## config.mk

```make
export PLATFORM = sky130hd
export DESIGN_NAME = bresenham_line_rasterizer_unit
export DESIGN_NICKNAME = d
export VERILOG_FILES = /design/src/hw/rtl/blr_pkg.sv /design/src/hw/rtl/blr_front.sv /design/src/hw/rtl/blr_queue.sv /design/src/hw/rtl/blr_walk.sv /design/src/hw/rtl/bresenham_line_rasterizer_unit.sv
export SDC_FILE = /design/constraint.sdc
export NUM_CORES = 1
export LEC_CHECK = 0
export BUFFER_PORTS_ARGS = -buffer_cell sky130_fd_sc_hd__clkbuf_2
export CORE_AREA = 5 5 153 155
export DETAILED_ROUTE_END_ITERATION = 12
export DIE_AREA = 0 0 158 160
export MAX_ROUTING_LAYER = met4
export PLACE_DENSITY = 0.77
export SYNTH_ARGS = -nofsm -noshare
export SYNTH_HDL_FRONTEND = slang
export SYNTH_SLANG_ARGS = --single-unit
```

## constraint.sdc

```tcl
create_clock -name clk -period 4.2 [get_ports clk]
set_input_delay 0.42 -clock clk [delete_from_list [all_inputs] [get_ports clk]]
set_output_delay 0.42 -clock clk [all_outputs]
set_load 0.1 [all_outputs]
```

## src/hw/rtl/blr_pkg.sv

```systemverilog
package blr_pkg;

    // Field widths fixed by the command and pixel formats.
    localparam int COORD_W  = 6;
    localparam int COLOUR_W = 8;
    localparam int DIM_W    = 7;
    localparam int P_W      = 8;
    localparam int IN_W     = 4 * COORD_W + 3 * COLOUR_W;
    localparam int OUT_W    = 40;

    // Configuration register indexes.
    localparam logic CFG_WIDTH  = 1'b0;
    localparam logic CFG_HEIGHT = 1'b1;

    // A classified line command, ready for the walker.
    typedef struct packed {
        logic [COORD_W-1:0]    x0;
        logic [COORD_W-1:0]    y0;
        logic [COORD_W-1:0]    major;
        logic [COORD_W-1:0]    minor;
        logic                  steep;
        logic                  ydown;
        logic [3*COLOUR_W-1:0] colour;
    } cmd_t;

    // Occupancy flags of the command queue.
    typedef struct packed {
        logic full;
        logic empty;
    } q_status_t;

    typedef enum logic {
        WALK_IDLE,
        WALK_RUN
    } walk_state_t;

endpackage

```

## src/hw/rtl/blr_front.sv

```systemverilog
module blr_front
(
    input  logic                        s_axis_tvalid,
    output logic                        s_axis_tready,
    // start_y, start_x, end_y, end_x, colour_red, colour_green, colour_blue
    input  logic [blr_pkg::IN_W-1:0]    s_axis_tdata,
    input  blr_pkg::q_status_t          q_status,
    output logic                        push,
    output blr_pkg::cmd_t               cmd
);

    logic [blr_pkg::COORD_W-1:0] sy, sx, ey, ex;
    logic [blr_pkg::COORD_W-1:0] dx, dy;
    logic                        shallow;
    logic                        falling;
    logic                        swap;

    // Unpack the endpoints.
    assign sy = s_axis_tdata[5:0];
    assign sx = s_axis_tdata[11:6];
    assign ey = s_axis_tdata[17:12];
    assign ex = s_axis_tdata[23:18];

    // Classify the line and pick the endpoint that the walk starts from.
    always_comb
    begin
        dx      = (ex > sx) ? (ex - sx) : (sx - ex);
        dy      = (ey > sy) ? (ey - sy) : (sy - ey);
        shallow = (dx > dy);
        falling = ((ey < sy) && (ex > sx)) || ((ey > sy) && (ex < sx));
        // Shallow lines and falling lines start at the smaller x, the rest at the smaller y.
        swap    = (shallow || falling) ? (sx > ex) : (sy > ey);

        cmd.x0     = swap ? ex : sx;
        cmd.y0     = swap ? ey : sy;
        cmd.major  = shallow ? dx : dy;
        cmd.minor  = shallow ? dy : dx;
        cmd.steep  = !shallow;
        cmd.ydown  = falling;
        cmd.colour = s_axis_tdata[47:24];
    end

    // Take a command whenever the queue has room.
    assign s_axis_tready = !q_status.full;
    assign push          = s_axis_tvalid && s_axis_tready;

endmodule

```

## src/hw/rtl/blr_queue.sv

```systemverilog
module blr_queue
(
    input  logic               clk,
    input  logic               rst_n,
    input  logic               push,
    input  blr_pkg::cmd_t      wdata,
    input  logic               pop,
    output blr_pkg::cmd_t      rdata,
    output blr_pkg::q_status_t status
);

    blr_pkg::cmd_t mem_reg [2];
    logic          wr_ptr_reg;
    logic          rd_ptr_reg;
    logic [1:0]    count_reg;

    // Pointers and fill count.
    always_ff @(posedge clk or negedge rst_n)
    begin
        if (!rst_n)
        begin
            wr_ptr_reg <= 1'b0;
            rd_ptr_reg <= 1'b0;
            count_reg  <= 2'd0;
        end
        else
        begin
            if (push)
            begin
                wr_ptr_reg <= !wr_ptr_reg;
            end
            if (pop)
            begin
                rd_ptr_reg <= !rd_ptr_reg;
            end
            unique case ({push, pop})
                2'b10:   count_reg <= count_reg + 2'd1;
                2'b01:   count_reg <= count_reg - 2'd1;
                default: count_reg <= count_reg;
            endcase
        end
    end

    // Storage for the queued commands.
    always_ff @(posedge clk)
    begin
        if (push)
        begin
            mem_reg[wr_ptr_reg] <= wdata;
        end
    end

    assign rdata        = mem_reg[rd_ptr_reg];
    assign status.full  = (count_reg == 2'd2);
    assign status.empty = (count_reg == 2'd0);

endmodule

```

## src/hw/rtl/blr_walk.sv

```systemverilog
module blr_walk
(
    input  logic                          clk,
    input  logic                          rst_n,
    input  blr_pkg::cmd_t                 cmd,
    input  blr_pkg::q_status_t            q_status,
    output logic                          pop,
    input  logic [blr_pkg::DIM_W-1:0]     width,
    input  logic [blr_pkg::DIM_W-1:0]     height,
    output logic                          m_axis_tvalid,
    input  logic                          m_axis_tready,
    // pixel_row, pixel_col, red, green, blue, zero padding
    output logic [blr_pkg::OUT_W-1:0]     m_axis_tdata,
    // visible
    output logic                          m_axis_tuser,
    output logic                          m_axis_tlast
);

    blr_pkg::walk_state_t               state_reg, state_next;
    logic [blr_pkg::COORD_W-1:0]        x_reg, x_next;
    logic [blr_pkg::COORD_W-1:0]        y_reg, y_next;
    logic signed [blr_pkg::P_W-1:0]     p_reg, p_next;
    logic [blr_pkg::COORD_W-1:0]        cnt_reg, cnt_next;
    logic [blr_pkg::DIM_W-1:0]          inc_a_reg, inc_a_next;
    logic signed [blr_pkg::P_W-1:0]     inc_b_reg, inc_b_next;
    logic                               steep_reg, steep_next;
    logic                               ydown_reg, ydown_next;
    logic [3*blr_pkg::COLOUR_W-1:0]     colour_reg, colour_next;
    logic                               out_valid_reg, out_valid_next;
    logic [blr_pkg::OUT_W-1:0]          out_data_reg, out_data_next;
    logic                               out_vis_reg, out_vis_next;
    logic                               out_last_reg, out_last_next;

    logic                               emit;
    logic                               vis;
    logic [blr_pkg::DIM_W-1:0]          row_full;
    logic [blr_pkg::COORD_W-1:0]        row;
    logic                               p_ge;
    logic [blr_pkg::COORD_W-1:0]        y_step;

    // Point visibility and flipped row.
    always_comb
    begin
        vis      = ({1'b0, y_reg} < height) && ({1'b0, x_reg} < width);
        row_full = height - 7'd1 - {1'b0, y_reg};
        row      = vis ? row_full[blr_pkg::COORD_W-1:0] : '0;
        p_ge     = !p_reg[blr_pkg::P_W-1];
        y_step   = ydown_reg ? y_reg - 6'd1 : y_reg + 6'd1;
    end

    assign emit = (state_reg == blr_pkg::WALK_RUN) && (!out_valid_reg || m_axis_tready);

    // Sequencer: load a command, then step one point per free output slot.
    always_comb
    begin
        state_next     = state_reg;
        x_next         = x_reg;
        y_next         = y_reg;
        p_next         = p_reg;
        cnt_next       = cnt_reg;
        inc_a_next     = inc_a_reg;
        inc_b_next     = inc_b_reg;
        steep_next     = steep_reg;
        ydown_next     = ydown_reg;
        colour_next    = colour_reg;
        out_valid_next = out_valid_reg && !m_axis_tready;
        out_data_next  = out_data_reg;
        out_vis_next   = out_vis_reg;
        out_last_next  = out_last_reg;
        pop            = 1'b0;

        unique case (state_reg)
            blr_pkg::WALK_IDLE:
            begin
                if (!q_status.empty)
                begin
                    pop         = 1'b1;
                    x_next      = cmd.x0;
                    y_next      = cmd.y0;
                    cnt_next    = cmd.major;
                    p_next      = $signed({1'b0, cmd.minor, 1'b0}) - $signed({2'b00, cmd.major});
                    inc_a_next  = {cmd.minor, 1'b0};
                    inc_b_next  = $signed({1'b0, cmd.minor, 1'b0})
                                - $signed({1'b0, cmd.major, 1'b0});
                    steep_next  = cmd.steep;
                    ydown_next  = cmd.ydown;
                    colour_next = cmd.colour;
                    state_next  = blr_pkg::WALK_RUN;
                end
            end
            blr_pkg::WALK_RUN:
            begin
                if (emit)
                begin
                    out_valid_next = 1'b1;
                    out_data_next  = {4'b0000, colour_reg[23:16], colour_reg[15:8],
                                      colour_reg[7:0], x_reg, row};
                    out_vis_next   = vis;
                    out_last_next  = (cnt_reg == '0);
                    cnt_next       = cnt_reg - 6'd1;
                    // Major axis always steps; minor axis steps on a non-negative error.
                    if (steep_reg)
                    begin
                        y_next = y_step;
                        if (p_ge)
                        begin
                            x_next = x_reg + 6'd1;
                        end
                    end
                    else
                    begin
                        x_next = x_reg + 6'd1;
                        if (p_ge)
                        begin
                            y_next = y_step;
                        end
                    end
                    p_next = p_ge ? (p_reg + inc_b_reg) : (p_reg + $signed({1'b0, inc_a_reg}));
                    if (cnt_reg == '0)
                    begin
                        state_next = blr_pkg::WALK_IDLE;
                    end
                end
            end
            default:
            begin
                state_next = blr_pkg::WALK_IDLE;
            end
        endcase
    end

    // Control registers.
    always_ff @(posedge clk or negedge rst_n)
    begin
        if (!rst_n)
        begin
            state_reg     <= blr_pkg::WALK_IDLE;
            out_valid_reg <= 1'b0;
        end
        else
        begin
            state_reg     <= state_next;
            out_valid_reg <= out_valid_next;
        end
    end

    // Walk and output payload registers.
    always_ff @(posedge clk)
    begin
        x_reg        <= x_next;
        y_reg        <= y_next;
        p_reg        <= p_next;
        cnt_reg      <= cnt_next;
        inc_a_reg    <= inc_a_next;
        inc_b_reg    <= inc_b_next;
        steep_reg    <= steep_next;
        ydown_reg    <= ydown_next;
        colour_reg   <= colour_next;
        out_data_reg <= out_data_next;
        out_vis_reg  <= out_vis_next;
        out_last_reg <= out_last_next;
    end

    assign m_axis_tvalid = out_valid_reg;
    assign m_axis_tdata  = out_data_reg;
    assign m_axis_tuser  = out_vis_reg;
    assign m_axis_tlast  = out_last_reg;

    // A clipped point always carries row zero.
    assert property (@(posedge clk) disable iff (!rst_n)
        (out_valid_reg && !out_vis_reg) |-> (out_data_reg[5:0] == 6'd0))
        else $error("clipped point with non-zero row");

    // Commands leave the queue only while the walker is idle.
    assert property (@(posedge clk) disable iff (!rst_n)
        pop |-> (state_reg == blr_pkg::WALK_IDLE))
        else $error("queue popped during a walk");

    // Each emitted point that is not the last counts the remainder down by one.
    assert property (@(posedge clk) disable iff (!rst_n)
        (emit && (cnt_reg != '0)) |=> (cnt_reg == $past(cnt_reg) - 6'd1))
        else $error("point count did not step");

    // The walk ends exactly when the last point is emitted.
    assert property (@(posedge clk) disable iff (!rst_n)
        (emit && (cnt_reg == '0)) |=> (state_reg == blr_pkg::WALK_IDLE) && m_axis_tlast)
        else $error("walk did not end on the last point");

endmodule

```

## src/hw/rtl/bresenham_line_rasterizer_unit.sv

```systemverilog
// Line rasteriser: turns one line command into a stream of pixel writes.
// Input channel s_axis carries a command (two endpoints of 0..63 and an RGB
// colour); output channel m_axis carries one pixel write per point, with
// tuser flagging a point inside the screen and tlast marking the final point.
// The cfg channel writes screen_width (index 0) and screen_height (index 1);
// values above SCREEN_DIM are held at SCREEN_DIM, and writes are always taken.
// Reset sets both registers to SCREEN_DIM and empties the pipeline.
// A command is classified in the front end and lands in a two-entry queue, so
// up to two commands are taken while a line is still being drawn.
// An accepted command passes through the queue and the walker's command registers
// before its first point reaches the output register. The walker loads the command,
// then produces one point per cycle while the output is free, at most 64 per line.
// When the receiver holds tready low, the output register keeps its point and
// the walker waits; once the queue is full, s_axis_tready drops.
module bresenham_line_rasterizer_unit
#(
    parameter int SCREEN_DIM = 64
)
(
    input  logic                          clk,
    input  logic                          rst_n,
    input  logic                          s_axis_tvalid,
    output logic                          s_axis_tready,
    // start_y, start_x, end_y, end_x, colour_red, colour_green, colour_blue
    input  logic [blr_pkg::IN_W-1:0]      s_axis_tdata,
    output logic                          m_axis_tvalid,
    input  logic                          m_axis_tready,
    // pixel_row, pixel_col, red, green, blue, zero padding
    output logic [blr_pkg::OUT_W-1:0]     m_axis_tdata,
    // visible
    output logic                          m_axis_tuser,
    output logic                          m_axis_tlast,
    input  logic                          cfg_valid,
    output logic                          cfg_ready,
    input  logic                          cfg_index,
    input  logic [blr_pkg::DIM_W-1:0]     cfg_data
);

    localparam logic [blr_pkg::DIM_W-1:0] DIM_MAX = blr_pkg::DIM_W'(SCREEN_DIM);

    logic [blr_pkg::DIM_W-1:0] width_reg;
    logic [blr_pkg::DIM_W-1:0] height_reg;
    logic [blr_pkg::DIM_W-1:0] cfg_sat;
    logic                      push;
    logic                      pop;
    blr_pkg::cmd_t             front_cmd;
    blr_pkg::cmd_t             queue_cmd;
    blr_pkg::q_status_t        q_status;

    // Screen size registers, saturated to the largest screen.
    assign cfg_ready = 1'b1;
    assign cfg_sat   = (cfg_data > DIM_MAX) ? DIM_MAX : cfg_data;

    always_ff @(posedge clk or negedge rst_n)
    begin
        if (!rst_n)
        begin
            width_reg  <= DIM_MAX;
            height_reg <= DIM_MAX;
        end
        else if (cfg_valid && cfg_ready)
        begin
            unique case (cfg_index)
                blr_pkg::CFG_WIDTH:  width_reg  <= cfg_sat;
                blr_pkg::CFG_HEIGHT: height_reg <= cfg_sat;
                default:             width_reg  <= width_reg;
            endcase
        end
    end

    blr_front u_front
    (
        .s_axis_tvalid (s_axis_tvalid),
        .s_axis_tready (s_axis_tready),
        .s_axis_tdata  (s_axis_tdata),
        .q_status      (q_status),
        .push          (push),
        .cmd           (front_cmd)
    );

    blr_queue u_queue
    (
        .clk    (clk),
        .rst_n  (rst_n),
        .push   (push),
        .wdata  (front_cmd),
        .pop    (pop),
        .rdata  (queue_cmd),
        .status (q_status)
    );

    blr_walk u_walk
    (
        .clk           (clk),
        .rst_n         (rst_n),
        .cmd           (queue_cmd),
        .q_status      (q_status),
        .pop           (pop),
        .width         (width_reg),
        .height        (height_reg),
        .m_axis_tvalid (m_axis_tvalid),
        .m_axis_tready (m_axis_tready),
        .m_axis_tdata  (m_axis_tdata),
        .m_axis_tuser  (m_axis_tuser),
        .m_axis_tlast  (m_axis_tlast)
    );

endmodule
```

Yosys cells after proc, flatten, opt, wreduce, memory -nomap -nowiden:

Memory sizes are Yosys's and may differ from the RTL's.
Cells that the tools add are included.

* add/subtract/negate cells: 16
* bitwise logic cells: 3
* shift-type cells: 0
* divide/modulo/power cells: 0
* reduce and logical (&&, ||, !) cells: 25
* magnitude comparators: 10
* multiplexer cells: 36
* eq/ne operators: 7
* multipliers: 0

Operators by type and width (count)
* 6-bit two-way mux: 17
* 6-bit case mux with 2 select lines: 3
* 6-bit greater-than comparator: 5
* 6-bit subtractor: 5
* 8-bit two-way mux: 3
* 6-bit by 1-bit subtractor with 6-bit output, second input constant: 3
* 8-bit adder: 2
* 8-bit case mux with 2 select lines: 1
* 6-bit by 7-bit less-than comparator with 1-bit output: 2
* 6-bit by 1-bit adder with 6-bit output, second input constant: 2
* 6-bit less-than comparator: 2
* 2-bit AND reduction: 5
* 1-bit two-way mux: 9
* 7-bit by 6-bit subtractor with 8-bit output: 1
* 7-bit by 7-bit subtractor with 8-bit output: 1
* 7-bit greater-than comparator, second input constant: 1
* 7-bit two-way mux: 1
* 1-bit logical AND: 6
* 1-bit zero test: 6
* 6-bit zero test: 1
* 3-bit != test, second input constant: 2
* 3-bit AND reduction: 2
* 2-bit equality test, second input constant: 2
* 2-bit != test, second input constant: 2
* other kinds (9): 13

* bits in registers: 124
* memories kept: 1
* output and inout port bits: 45
* latch bits: 0
* bits of input ports: 61
* RAM bits: 100
* memory bits (read-only): 0
* logic and storage cells: 118

Memories
* u_queue.mem_reg: depth 2, bits a word 50, read ports 1, clocked after memory_dff 0, wr ports 1, line blr_queue.sv:12 `blr_pkg::cmd_t mem_reg [2];`

Depth between registers and ports, before layout:

Gate-level depths: netlist of run 1.

* depth after elaboration: 6
* gate-level depth with buffers: 19
* mapped depth without buffers: 18

Hierarchy:

Synthesis of run 1 repeated with hierarchy kept, for this count alone.

* cell total of the unflattened synthesis: 905
* area total of the unflattened synthesis: 12002.8 µm²

By module, submodules not included
* blr_walk: seq. area each 3113.0 µm², area each 5258.8 µm², cells an instance 401, instances 1
* blr_queue: seq. area each 3103.0 µm², area each 4045.1 µm², cells an instance 172, instances 1
* blr_front: seq. area each 0.0 µm², area each 2074.5 µm², cells an instance 293, instances 1
* bresenham_line_rasterizer_unit: seq. area each 352.8 µm², area each 624.3 µm², cells an instance 39, instances 1

Worst setup path after synthesis of run 1:

OpenSTA, ideal clock, no wires.

* path kind: reg-to-reg
* start: reg u_queue.count_reg[0]
* end: mem u_queue.mem_reg[0][0] (netlist bit) (enable)
* stages on the path, launching flop included: 4
* path buffers: 0
* arrival: 3.624 ns
* period minus slack after synthesis: 4.082 ns
* library setup time: 0.458 ns
* setup slack: 0.118 ns
* required time: 3.742 ns
* path through: dfrtp_1 > nand2b_1 > nand2_1 > nor2_1

* cells in the longest elaborated chain, start to end: 5

Ends and longest elaborated chain
* start, declared: line blr_queue.sv:15 `logic [1:0] count_reg;`
* start signal, assigned: line blr_queue.sv:37 `2'b10: count_reg <= count_reg + 2'd1;`
* start signal, assigned: line blr_queue.sv:38 `2'b01: count_reg <= count_reg - 2'd1;`
* start signal, assigned: line blr_queue.sv:39 `default: count_reg <= count_reg;`
* 2-bit equality test: line blr_queue.sv:54 `assign status.full = (count_reg == 2'd2);`
* 1-bit zero test: line blr_front.sv:44 `assign s_axis_tready = !q_status.full;`
* net s_axis_tready: line bresenham_line_rasterizer_unit.sv:23 `output logic s_axis_tready,`
* 1-bit logical AND: line blr_front.sv:45 `assign push = s_axis_tvalid && s_axis_tready;`
* 1-bit two-way mux: line blr_queue.sv:47 `if (push)`
* 1-bit two-way mux (not written as such): line blr_queue.sv:49 `mem_reg[wr_ptr_reg] <= wdata;`
* end, declared: line blr_queue.sv:12

The timed path passes the listed nets, and every way through them passes these cells.

==> impl_metrics.json, run 1 <==
{
  "largest_register_ffs": 100,
  "setup.worst_path.start_class": "input port",
  "outcome": "finished, final reports clean",
  "dp_hpwl_mm": 15.7,
  "layout_commonest_cell": "edfxtp_1",
  "fp.dieH_microns": 160,
  "numCtsBuffers": 24,
  "crit_path_end_kind": "register",
  "crit_fanout": 9,
  "synthTopCellsByArea": "edfxtp_1 (54%), ha_1 (7.8%), mux2_2 (4.1%)",
  "ys_types": 59,
  "seqPwrFrac_pct": 40.4,
  "drv_cap": 0,
  "p_leak_nw": 5.21,
  "crit_chain": "clkbuf_2, inv_1, ha_1, inv_1, fa_1, a211oi_1, o21ai_0, o211ai_1, mux2i_1, xor2_1, ha_1, a21o_1, a21oi_1, o221ai_1, o21a_1, buf_4, or4_1, nand4_1",
  "grt_max_degree": 52,
  "routedWlPerCell_microns": 17.3,
  "ys.flop_type": "edfxtp_1",
  "grt_overflow": 0,
  "die_w_microns": 158,
  "p_per_area_nw_per_um2": 645,
  "drtAntennaViolNets": 0,
  "layout_common_cells": "edfxtp_1 (202), clkbuf_2 (100), inv_1 (78)",
  "postCtsSetupRepairBufs": 0,
  "cts_sinks": 222,
  "syn_avg_cell_area_sq_um": 12.9,
  "drtPass1Iterations": 5,
  "finish.net_count": 1118,
  "worst_ep_arrival_time_ns": 4.01,
  "cts_buffer_depth": 3,
  "fmaxAchievable_mhz": 273,
  "async_flop_share_pct": 9.01,
  "antenna_found_initial": 0,
  "postCtsResizedCells": 0,
  "die_area_sq_um": 25300,
  "initial_core_util_pct": 51.5,
  "grt_pass1_vias": 7006,
  "synth_top_area_share_pct": 54.3,
  "setup_viol": 0,
  "rsz0062_at_grt": "no",
  "io_buffers": 100,
  "ir_drop_mv": 0.319,
  "p_sw_mw": 2.85,
  "whs_ns": 0.0872,
  "period_needed_ns": 3.66,
  "yosysSeqAreaShare_pct": 58.8,
  "via_count": 6956,
  "tns_ns": 0,
  "htree_levels": 1,
  "vias_per_cell": 5.45,
  "routed_wl_mm": 22.1,
  "cts_root_buf": "clkbuf_16",
  "yosysWarningCount": 0,
  "netlist_instances": 867,
  "final_area_sq_um": 12800,
  "finClkSkew_ns": 0.0306,
  "drv_slew": 0,
  "hold_path.class": "in2reg",
  "hold_buffers": 1,
  "syn_area_sq_um": 11200,
  "cts_tree": "yes",
  "layout-drive-gt1-share_pct": 21.2,
  "postPlaceCellArea_sq_um": 12000,
  "fin_crit_sh_pct": 87.1,
  "yosys_register_bits": 222,
  "synth_edf_count": 202,
  "diodes": 0,
  "p_int_mw": 5.39,
  "path_clk_slew_ns": 0.06,
  "p_sw_share_pct": 34.6,
  "crit_type": "in2reg",
  "slew_headroom_pct": 32.4,
  "clockPowerShare_pct": 23.4,
  "worstMarginPinSlew_ns": 1.01,
  "synthToLayoutAreaGrowth_pct": 14.3,
  "slowest_delay_ns": 0.41,
  "io_pins": 106,
  "grt_pass1_wl_mm": 36.1,
  "place_congestion": 0.914,
  "first_iter_violations": 488,
  "clk_latency_ns": 0.52,
  "rrSetupSlack_ns": 1.20,
  "worst_path_max_delay_cell": "fa_1",
  "route.detailed.drc": 0,
  "rows": 54,
  "synth_area_leader_cell": "edfxtp_1",
  "power_frac_comb_pct": 36.2,
  "finalHoldViolations": 0,
  "required_ns": 4.55,
  "grt_use_total_pct": 18.0,
  "core_sq_um": 21700
}
==> through the flow <==
stage | power [mW] | util [%] | std cells | setup WS [ns]
6_report | 8.24 | 58.9 | 1276 | 0.543
5_1_grt | 8.76 | 58.9 | 1276 | 0.320
4_1_cts | 8.31 | 58.9 | 1276 | 0.599
3_5_place_dp | 6.33 | 55.5 | 1231 | 0.0825
3_3_place_gp | 6.24 | 55.5 | 1231 | 0.184
2_1_floorplan | 5.63 | - | 870 | 0.118
==> area by class of cell <==
| type | instances | area, sq um |
|---|---|---|
| clock inverter | 15 | 115 |
| tap | 280 | 350 |
| multi-input combinational | 531 | 4160 |
| sequential | 222 | 6570 |
| timing repair buffer | 120 | 666 |
| inverter | 79 | 297 |
| fill | 1650 | 8910 |
| clock buffer | 29 | 619 |
==> Yosys cell counts, types with 10 or more instances <==
cell type and instances:
nor2_1 22, a21oi_1 46, xor2_1 12, a211o_1 14
nand3_1 15, ha_1 70, dfrtp_1 18, o21ai_0 48
mux2_2 41, mux2i_1 34, nor3_1 20, inv_1 78
xnor2_1 26, nand2b_1 15, edfxtp_1 202, nor2b_1 10
clkbuf_1 20, o22ai_1 13, nand2_1 46, a21o_1 18
==> per-layer routing <==
layer  vias up  track usage [%]  routed length (microns)
met4         0             4.54                      462
li1       3391                -                        -
met1      3326             24.2                     9700
met5         -                -                        0
met3        38             2.38                     1230
met2       201             29.1                    10700
==> worst max-delay path: cells and delay by family <==
kind,cells,cell delay [ns]
adder cells (fa/ha/maj),3,0.85
AO/OA/AOI/OAI,7,1.22
buffers and inverters,4,0.44
XOR/XNOR,1,0.28
multiplexers,1,0.27
AND/OR/NAND/NOR,2,0.53
==> path summary, 6_finish.rpt <==
check,cells past startpoint,from,endpoint
setup / recovery,18,s_axis_tdata[12],u_queue.mem_reg[0][31]
hold / removal,1,s_axis_tdata[37],u_queue.mem_reg[1][13]
setup reg to reg,10,u_walk.p_reg[7],u_walk.p_reg[7]
hold reg to reg,0,u_walk.colour_reg[12],u_walk.m_axis_tdata[24]
max in group asynchronous,2,rst_n,u_queue.rd_ptr_reg
min in group asynchronous,2,rst_n,height_reg[5]
==> power groups by stage <==
stage | clock network, mW | logic (mW) | registers [mW]
finish | 1.93 | 2.98 | 3.33
global route | 2.08 | 3.31 | 3.37
CTS | 1.98 | 3.00 | 3.33
detailed placement | 0 | 2.97 | 3.37
global placement | 0 | 2.90 | 3.34
floorplan | 0 | 2.02 | 3.61
==> kinds of logic (layout without fill, tap and decap cells) <==
logic type	Yosys count	in the layout	share of synthesized area (%)
DFF	222	222	58.8
AOI/OAI and AO/OA	181	181	10.4
and+or+nand+nor	153	153	6.88
buffers and inverters	117	243	4.26
adders and majority gates	79	79	9.45
muxes	75	75	7.18
xor gates and xnor gates	38	38	2.98
other	2	5	0.0672
No activity file was read; power rests on OpenSTA's default activity.
==> run 2: changes to the inputs <==
--- a/config.mk
+++ b/config.mk
@@ -6,11 +6,14 @@
 export NUM_CORES = 1
 export LEC_CHECK = 0
 export BUFFER_PORTS_ARGS = -buffer_cell sky130_fd_sc_hd__clkbuf_2
-export CORE_AREA = 5 5 153 155
+export CELL_PAD_IN_SITES_DETAIL_PLACEMENT = 0
+export CELL_PAD_IN_SITES_GLOBAL_PLACEMENT = 1
+export CORE_AREA = 5 5 158 160
 export DETAILED_ROUTE_END_ITERATION = 12
-export DIE_AREA = 0 0 158 160
+export DIE_AREA = 0 0 163 165
 export MAX_ROUTING_LAYER = met4
-export PLACE_DENSITY = 0.77
+export PLACE_DENSITY = 0.89
 export SYNTH_ARGS = -nofsm -noshare
 export SYNTH_HDL_FRONTEND = slang
+export SYNTH_HIERARCHICAL = 1
 export SYNTH_SLANG_ARGS = --single-unit
==> constraint.sdc (replaced) <==
create_clock -name clk -period 4.55 [get_ports clk]
set_input_delay 0.455 -clock clk [delete_from_list [all_inputs] [get_ports clk]]
set_output_delay 0.455 -clock clk [all_outputs]
set_load 0.1 [all_outputs]
==> run 2 against run 1 <==
Register-to-register slack gained 0.41 ns. Routed wire length grew 6.9%. Worst hold slack improved by 0.042 ns. Setup slack improved by 0.033 ns. Clock power decreased by 3%. Critical path depth rose by 2. Area after synthesis up 7.4%. Sequential share of layout area decreased by 2.2 points. Highest routed layer unchanged. Via count up 4.6%. Largest power group unchanged. Critical endpoint is now u_queue/mem_reg[0][42]. Power down 2.3%. Final cell count up 3.9%. Final area increased by 4.5%.
==> impl_metrics.json, run 2 <==
{
  "outcome": "finished, final reports clean",
  "fmaxAchievable_mhz": 252,
  "worst_ep_arrival_time_ns": 4.22,
  "layout_commonest_cell": "edfxtp_1",
  "routedWlPerCell_microns": 17.8,
  "crit_path_end_kind": "register",
  "p_per_area_nw_per_um2": 603,
  "initial_core_util_pct": 51.6,
  "period_needed_ns": 3.97,
  "yosysWarningCount": 6,
  "async_flop_share_pct": 9.01,
  "yosysSeqAreaShare_pct": 54.7,
  "die_w_microns": 163,
  "power_frac_comb_pct": 38.3,
  "finClkSkew_ns": 0.0120,
  "synth_area_leader_cell": "edfxtp_1",
  "clk_latency_ns": 0.52,
  "worstMarginPinSlew_ns": 1.06,
  "rsz0062_at_grt": "no",
  "layout-drive-gt1-share_pct": 25.1,
  "dp.cells": 1283,
  "tns_ns": 0,
  "netlist_instances": 905,
  "grt_overflow": 0,
  "first_iter_violations": 615,
  "io_buffers": 100,
  "drtAntennaViolNets": 0,
  "rows": 56,
  "synth_edf_count": 202,
  "layout_common_cells": "edfxtp_1 (202), clkbuf_2 (100), inv_1 (79)",
  "vias_per_cell": 5.49,
  "nFillCells": 1898,
  "htree_levels": 1,
  "cts_buffer_depth": 3,
  "ir_drop_mv": 0.267,
  "hold_path.class": "in2reg",
  "fp.dieH_microns": 165,
  "postPlaceCellArea_sq_um": 12600,
  "cts_root_buf": "clkbuf_16",
  "largest_register_ffs": 100,
  "place_congestion": 0.937,
  "p_int_mw": 5.27,
  "diodes": 0,
  "via_count": 7274,
  "ys_types": 70,
  "routed_wl_mm": 23.6,
  "drv_cap": 0,
  "finish.net_count": 1131,
  "grt_max_degree": 49,
  "slew_headroom_pct": 29.0,
  "die_area_sq_um": 26900,
  "setup_viol": 0,
  "drtPass1Iterations": 5,
  "ys.flop_type": "edfxtp_1",
  "crit_type": "in2reg",
  "p_sw_mw": 2.78,
  "grt_use_total_pct": 17.9,
  "dp_hpwl_mm": 16.8,
  "seqPwrFrac_pct": 38.4,
  "yosys_register_bits": 222,
  "postCtsSetupRepairBufs": 0,
  "setup.worst_path.start_class": "input port",
  "route.detailed.drc": 0,
  "cts_sinks": 222,
  "finalHoldViolations": 0,
  "antenna_found_initial": 0,
  "synthTopCellsByArea": "edfxtp_1 (51%), ha_1 (7.4%), mux2_4 (7.0%)",
  "whs_ns": 0.129,
  "numCtsBuffers": 23,
  "synth_common_cells": "edfxtp_1 (202), inv_1 (79), ha_1 (71), mux2_4 (56), nand3_1 (49)",
  "p_sw_share_pct": 34.5,
  "io_pins": 106,
  "cts_tree": "yes",
  "syn_avg_cell_area_sq_um": 13.3,
  "syn_area_sq_um": 12000,
  "synthToLayoutAreaGrowth_pct": 11.3,
  "core_sq_um": 23300,
  "synth_top_area_share_pct": 50.5,
  "required_ns": 4.79,
  "postCtsResizedCells": 0,
  "grt_pass1_vias": 7159,
  "drv_slew": 0,
  "path_clk_slew_ns": 0.06,
  "p_leak_nw": 5.52,
  "finish.utilization_pct": 57.4,
  "grt_pass1_wl_mm": 37.3,
  "crit_fanout": 16,
  "yosysMostFrequentCell": "edfxtp_1",
  "layout.cells.non_filler": 1326,
  "clockPowerShare_pct": 23.2,
  "final_area_sq_um": 13400,
  "fin_crit_sh_pct": 87.4
}
[run 2: changes by cell type in the layout (fill, tap and decap cells not counted), moves of 12 or more]
cell	before	now
a21oi_1	46	27
a22o_1	0	12
mux2_2	41	22
mux2_4	0	56
mux2i_1	34	17
nand2_1	46	22
nand3_1	15	49
nand4_1	6	20
o21ai_0	47	28
[run 2: final cells by class]
type / instances / area, sq um / share of cell area [%]
clock buffers: 24 / 579 / 4.34
inverters: 81 / 304 / 2.28
repair buffers: 118 / 638 / 4.78
multi-input cells: 544 / 4670 / 35.0
clock inverters: 18 / 188 / 1.41
flip-flops and latches: 222 / 6570 / 49.2
well taps: 319 / 399 / 2.99
[run 2: what timing repair did]
action	CTS	global route
hold buffers	1	0
setup endpoints to repair	0	0
hold endpoints to repair	18	0
[run 2: routing by layer]
| metal | share of wire (%) | GRT usage, % | vias to the layer above | wire length, microns |
|---|---|---|---|---|
| met5 | 0 | - | - | 0 |
| met3 | 5.6 | 1.97 | 22 | 1330 |
| met4 | 1.3 | 4.16 | 0 | 308 |
| met1 | 45 | 24.2 | 3534 | 10500 |
| met2 | 48 | 29.6 | 225 | 11400 |
| li1 | - | - | 3493 | - |
[run 2: cell families after synthesis]
group	Yosys count	share of synthesized area [%]
DFF	222	54.7
and+or+nand+nor	184	8.28
AOI/OAI and AO/OA	149	8.61
buffers and inverters	142	6.56
muxes	96	10.7
adders and majority gates	80	8.90
xor gates and xnor gates	30	2.19
other	2	0.0626
[run 2: final timing paths]
path	from	end	slack, ns	cells past startpoint
worst min register to register	u_walk/colour_reg[11]	u_walk/m_axis_tdata[23]	0.42	0
worst max-delay path	s_axis_tdata[18]	u_queue/mem_reg[0][42]	0.58	20
max in group asynchronous	rst_n	u_queue/rd_ptr_reg	3.68	2
worst max register to register	u_walk/p_reg[7]	u_walk/p_reg[7]	1.61	7
min in group asynchronous	rst_n	height_reg[3]	0.46	2
worst min-delay path	s_axis_tdata[33]	u_queue/mem_reg[1][9]	0.13	1
[run 2: critical path: stages]
cell	delay, ns
clkbuf_2	0.12
inv_1	0.06
ha_1	0.15
inv_1	0.05
fa_1	0.39
a21o_1	0.21
a31o_1	0.23
o21ba_1	0.19
mux2i_1	0.20
xor2_1	0.27
inv_1	0.08
ha_1	0.31
a21o_1	0.19
a21o_1	0.17
a221o_1	0.35
and2_1	0.16
clkinv_1	0.11
buf_4	0.23
a22o_1	0.17
nand3_1	0.11
[run 2: per-stage QoR]
| stage | setup WS (ns) | total power [mW] |
|---|---|---|
| 2_1_floorplan | 0.358 | 5.62 |
| 3_5_place_dp | 0.0673 | 6.21 |
| 6_report | 0.575 | 8.05 |
| 4_1_cts | 0.613 | 8.10 |
| 5_1_grt | 0.443 | 8.50 |
| 3_3_place_gp | 0.222 | 6.10 |
[run 2: power groups by stage]
stage          combinational (mW)  sequential, mW  clock, mW
2_1_floorplan                2.30            3.32          0
3_3_place_gp                 2.99            3.11          0
3_5_place_dp                 3.07            3.13          0
4_1_cts                      3.09            3.10       1.91
5_1_grt                      3.36            3.13       2.00
6_report                     3.09            3.09       1.87
